**config.mk**
```make
export PLATFORM = sky130hd
export DESIGN_NAME = drs_digit
export DESIGN_NICKNAME = d
export VERILOG_FILES = /design/src/hw/rtl/drs_pkg.sv /design/src/hw/rtl/drs_digit.sv
export SDC_FILE = /design/constraint.sdc
export NUM_CORES = 1
export LEC_CHECK = 0
export BUFFER_PORTS_ARGS = -buffer_cell sky130_fd_sc_hd__buf_2
export CORE_UTILIZATION = 45
export CTS_BUF_LIST = sky130_fd_sc_hd__clkbuf_2 sky130_fd_sc_hd__clkbuf_4 sky130_fd_sc_hd__clkbuf_8
export CTS_CLUSTER_SIZE = 16
export DETAILED_ROUTE_END_ITERATION = 7
export SLEW_MARGIN = 10
export SYNTH_ARGS = -nofsm -noshare
export SYNTH_HDL_FRONTEND = slang
export SYNTH_SLANG_ARGS = --single-unit
```
**constraint.sdc**
```tcl
create_clock -name clk -period 10.85 [get_ports clk]
set_input_delay 1.085 -clock clk [delete_from_list [all_inputs] [get_ports clk]]
set_output_delay 1.085 -clock clk [all_outputs]
set_load 0.02 [all_outputs]
```
**src/hw/rtl/drs_pkg.sv**
```systemverilog
// Package with constants and helpers for the decimal radix sorter.
package drs_pkg;
    localparam int MaxItemsDefault  = 64;
    localparam int ValueBitsDefault = 31;
    localparam int DigitBase        = 10;
    localparam int DigitBits        = 4;

    // Sorter control states, one-hot.
    typedef enum logic [7:0] {
        ST_LOAD   = 8'b0000_0001,
        ST_START  = 8'b0000_0010,
        ST_COUNT  = 8'b0000_0100,
        ST_PREFIX = 8'b0000_1000,
        ST_SCAT   = 8'b0001_0000,
        ST_COPY   = 8'b0010_0000,
        ST_EMIT   = 8'b0100_0000,
        ST_NEXT   = 8'b1000_0000
    } state_t;

    // Powers of ten up to the first one above any 31-bit value.
    function automatic logic [35:0] pow_ten(input logic [3:0] power);
        logic [35:0] result;
        case (power)
            4'd0:    result = 36'd1;
            4'd1:    result = 36'd10;
            4'd2:    result = 36'd100;
            4'd3:    result = 36'd1000;
            4'd4:    result = 36'd10000;
            4'd5:    result = 36'd100000;
            4'd6:    result = 36'd1000000;
            4'd7:    result = 36'd10000000;
            4'd8:    result = 36'd100000000;
            4'd9:    result = 36'd1000000000;
            4'd10:   result = 36'd10000000000;
            default: result = 36'hF_FFFF_FFFF;
        endcase
        return result;
    endfunction
endpackage

```
**src/hw/rtl/drs_digit.sv**
```systemverilog
// Extracts one decimal digit from a value divided by a power-of-ten weight.
module drs_digit
    import drs_pkg::*;
#(
    parameter int VALUE_BITS = ValueBitsDefault
)
(
    input  logic                  clk,
    input  logic                  rst_n,
    input  logic                  start,
    input  logic [VALUE_BITS-1:0] value,
    input  logic [3:0]            pass_index,
    output logic                  done,
    output logic [DigitBits-1:0]  digit
);
    // Each division by ten is a reciprocal multiplication:
    // the quotient is registered, then either fed back or used for the remainder.
    localparam logic [63:0] RecipTen   = 64'h0000_0000_CCCC_CCCD;
    localparam int          RecipShift = 35;

    logic [VALUE_BITS-1:0] num_reg, num_next;
    logic [VALUE_BITS-1:0] quo_reg, quo_next;
    logic [DigitBits-1:0]  rem_reg, rem_next;
    logic [3:0]            div_reg, div_next;
    logic                  step_reg, step_next;
    logic                  busy_reg, busy_next;
    logic                  done_reg, done_next;
    logic [31:0]           rem_wide;

    assign rem_wide = 32'(num_reg) - ((32'(quo_reg) << 3) + (32'(quo_reg) << 1));

    always_comb
    begin
        num_next  = num_reg;
        quo_next  = quo_reg;
        rem_next  = rem_reg;
        div_next  = div_reg;
        step_next = step_reg;
        busy_next = busy_reg;
        done_next = 1'b0;
        if (start)
        begin
            num_next  = value;
            div_next  = pass_index;
            step_next = 1'b0;
            busy_next = 1'b1;
        end
        else if (busy_reg)
        begin
            if (!step_reg)
            begin
                quo_next  = VALUE_BITS'((64'(num_reg) * RecipTen) >> RecipShift);
                step_next = 1'b1;
            end
            else if (div_reg != '0)
            begin
                // One division by ten done; strip another digit.
                num_next  = quo_reg;
                div_next  = div_reg - 1'b1;
                step_next = 1'b0;
            end
            else
            begin
                rem_next  = rem_wide[DigitBits-1:0];
                busy_next = 1'b0;
                done_next = 1'b1;
            end
        end
    end

    always_ff @(posedge clk or negedge rst_n)
    begin
        if (!rst_n)
        begin
            busy_reg <= 1'b0;
            done_reg <= 1'b0;
        end
        else
        begin
            busy_reg <= busy_next;
            done_reg <= done_next;
        end
    end

    always_ff @(posedge clk)
    begin
        num_reg  <= num_next;
        quo_reg  <= quo_next;
        rem_reg  <= rem_next;
        div_reg  <= div_next;
        step_reg <= step_next;
    end

    assign done  = done_reg;
    assign digit = rem_reg;
endmodule

```
; ---- Yosys cells after proc, flatten, opt, wreduce, memory -nomap -nowiden
; Index checks and enable logic that the tools add are counted.
[classes]
addsub = 3
n_mul = 1
mux = 17
bitwise = 3
reduce_logical = 7
[op_table]
columns = cell, count
row1 = 2-to-1 mux 31 bit, 4
row2 = multiplier 31 x 32 -> 63 bit (second input constant), 1
row3 = 2-to-1 mux 4 bit, 4
row4 = 2-to-1 mux 1 bit, 9
row5 = AND reduction 3 bit, 2
row6 = nonzero test 2 bit, 3
row7 = adder 4 bit, 1
row8 = AND reduction 4 bit, 1
row9 = nonzero test 4 bit, 1
row10 = subtractor 4 x 1 -> 4 bit (second input constant), 1
row11 = subtractor 4 bit, 1
row12 = NOT 1 bit, 3
[word_totals]
ff_bits = 70
inputBits = 38
out_inout_bits = 5
elab_cells = 38

; ---- Logic depth before layout (Yosys ltp)
[depth]
depth_word = 5
depth_mapped = 27
ltp_nobuf = 27

; ---- Least setup slack after synthesis
; No wires, ideal clock.
[synth_path]
kind = reg2reg
start = register num_reg[7]
end = register quo_reg[13] (data pin)
setup_ps = 261
t_arrival_ps = 6459
t_required_ps = 10589
setup_slack_ps = 4130
path_stages_with_launch = 22
n_path_buf = 0
synth_period_minus_slack_ps = 6720
path_cell_list = edfxtp_1 -> ha_1 -> fa_1 -> fa_1 -> inv_1 -> fa_1 -> fa_1 -> inv_1 -> fa_1 -> fa_1 -> inv_1 -> fa_1 -> inv_1 -> ha_1 -> a21o_1 -> a2111oi_2 -> o22ai_1 -> a211oi_4 -> a211o_1 -> nand2_2 -> a221o_1 -> xor2_1
[synth_via]
elab_chain_cells = 1
[synth_lines]
columns = item, line_no
row1 = "start, declared", drs_digit.sv:21  ; logic [VALUE_BITS-1:0] num_reg, num_next;
row2 = "start signal, assigned", drs_digit.sv:87  ; num_reg <= num_next;
row3 = multiplier 31 x 32 -> 63 bit, drs_digit.sv:52  ; quo_next = VALUE_BITS'((64'(num_reg) * RecipTen) >> RecipShift);
row4 = "end signal, assigned", drs_digit.sv:88  ; quo_reg <= quo_next;
row5 = "end, declared", drs_digit.sv:22  ; logic [VALUE_BITS-1:0] quo_reg, quo_next;
; Every way passes these cells.
; A chain may end at the register's enable or synchronous reset.

; ---- Worst setup path after layout
[layout_path]
start = register num_reg[16]
end = register quo_reg[26] (data pin)
; The elaborated chain is that of the path after synthesis.

==> results.toml <==
[cts]
clk_latency_ns = 0.38
clk_pin_slew_ns = 0.09
clockRootBuffer = "clkbuf_8"
cts_tree = "done"
clockBufferDepth = 2
cts_setup_buffers = 0
cts.repair.resized = 0
clock_sinks = 70
htree_levels = 3
ctsHoldBuffers = 0
cts_buffers = 9

[route]
wire_per_inst_um = 18.5
drc = 0
vias = 9286
first_pass_iters = 5
drt_iter0_drc = 423
via_per_inst = 5.12
final_antenna_net_count = 0
wl_mm = 33.5

[sta]
post-route-min-period_ns = 8.20
skew_ns = 0.0166
rsz0062_at_grt = "no"
fmax_mhz = 122
fin_crit_sh_pct = 75.6
setup_tns_ns = 0
drv_slew = 0
hold_ws_ns = 0.469
worst_slew_pin_slew_ns = 1.04
hold_viol = 0
setup_violations = 0
slew_headroom_pct = 30.4

[synth]
synth.largest_area_cell = "fa_1"
synth_cells = 1360
postSynthNetCount = 1934
synth_top_area_share_pct = 31.6
avgSynthCellArea_um2 = 10.7
async_flop_share_pct = 2.86
synth_flop_cell = "edfxtp_1"
ys_seq_area_share_pct = 14.3
synth-edff-count = 67
ys_seq_elements = 70
synth.area.top_cells = "fa_1 32%, ha_1 26%, edfxtp_1 14%"
netlist_area_um2 = 14500
synth.distinct_cells = 63
ys_warn_count = 0

[global_route]
grt_max_degree = 42
grt_usage_pct = 21.9
grt_pass1_wl_mm = 55.1
grt_pass1_vias = 10191
antenna_found_initial = 0
grt-ovfl-total = 0

[place]
gp_congestion = 0.897
dp_hpwl_mm = 30.3
portBuffers = 42

[worst_hold_path]
hp-class = "in2async"

[floorplan]
rows = 65
die_width_um = 182
ios = 43
design.core.area_um2 = 31600
start_util_pct = 45.9
die-area_um2 = 33000
die_height_um = 182

[final_layout]
antenna_cells = 0
syn_to_final_growth_pct = 6.02
drive_gt1_share_pct = 7.45
largest_register_ffs = 31
final_core_util_pct = 48.6
fillers = 2915
final_nets = 1979
final_common_cell = "inv_1"
final_cell_mix = "341 x inv_1, 307 x ha_1, 229 x fa_1, 67 x edfxtp_1, 51 x a21oi_1"

[worst_setup_path]
cp.required_ns = 10.96
crit_type = "reg2reg"
critPathLaunchType = "flop"
cp_max_fo = 7
worstRegToRegCells = 21
critPathArrivalTime_ns = 8.31
critPathCaptureType = "flop"

[outcome]
status = "complete, no violations"

[job]
cap_violations = 0
-- routing by layer --
| metal | up-vias | GRT usage [%] | wire, um |
|---|---|---|---|
| met5 | - | 0 | 0 |
| met4 | 0 | 6.27 | 686 |
| met3 | 30 | 2.33 | 1040 |
| met2 | 157 | 34.8 | 15200 |
| met1 | 4554 | 31.6 | 16600 |
| li1 | 4545 | - | - |
-- worst max-delay path: stages (launching register included) --
cell,delay (ns)
edfxtp_1,0.57
ha_1,0.43
fa_1,0.60
inv_1,0.07
fa_1,0.49
inv_1,0.09
fa_1,0.68
fa_1,0.53
fa_1,0.47
fa_1,0.49
inv_1,0.05
fa_1,0.48
inv_1,0.04
ha_1,0.42
and2_1,0.34
o211ai_1,0.15
nand2_1,0.08
a31oi_1,0.61
nand3b_1,0.19
a21oi_1,0.77
o21a_1,0.27
o311ai_1,0.09
-- final timing paths --
kind                             start           to  slack, ns
max                        num_reg[16]  quo_reg[26]       2.65
min                              rst_n         done       0.47
max reg2reg                num_reg[16]  quo_reg[26]       2.65
min reg2reg                   step_reg     step_reg       0.54
max in group asynchronous        rst_n     busy_reg      10.29
min in group clk              step_reg     step_reg       0.54
-- synth_stat cells (all sizes together), types with 6 or more instances --
master and count:
a31oi 6, clkbuf 7, nor2 31, edfxtp 67, a21o 26, o21bai 8, ha 307, o21a 6
nor2b 6, o21ai 34, nand4 10, nand3 12, and2 7, xnor2 34, xor2 25, inv 341
nor3 9, a21oi 53, nand2 49, mux2 29, fa 229
-- through the flow --
stage / std cells / instance area (um^2) / setup WS (ns)
global placement: 1796 / 15200 / 2.70
global route: 1812 / 15400 / 2.34
floorplan: 1360 / 14500 / 4.13
CTS: 1812 / 15400 / 2.71
detailed placement: 1796 / 15200 / 2.72
finish: 1812 / 15400 / 2.65
-- cell type report --
type,count,area [um^2],share of cell area [%]
timing repair buffer,44,225,1.46
clock inverter,7,56.3,0.366
clock buffer,9,124,0.805
sequential,70,2080,13.5
inverter,341,1280,8.32
tap,402,503,3.27
multi-input combinational,939,11100,72.2
-- logic make-up after synthesis --
group / count (synthesis) / share of synthesized area, %
flops: 70 / 14.3
simple gates: 142 / 4.74
mux: 30 / 2.32
xor+xnor: 59 / 3.56
buf+inv: 351 / 9.08
fa+ha+maj: 536 / 58.1
compound gates: 172 / 7.89
Power is not shown: default switching activity piles up to over one toggle a cycle in this logic, so the estimate is an artifact.
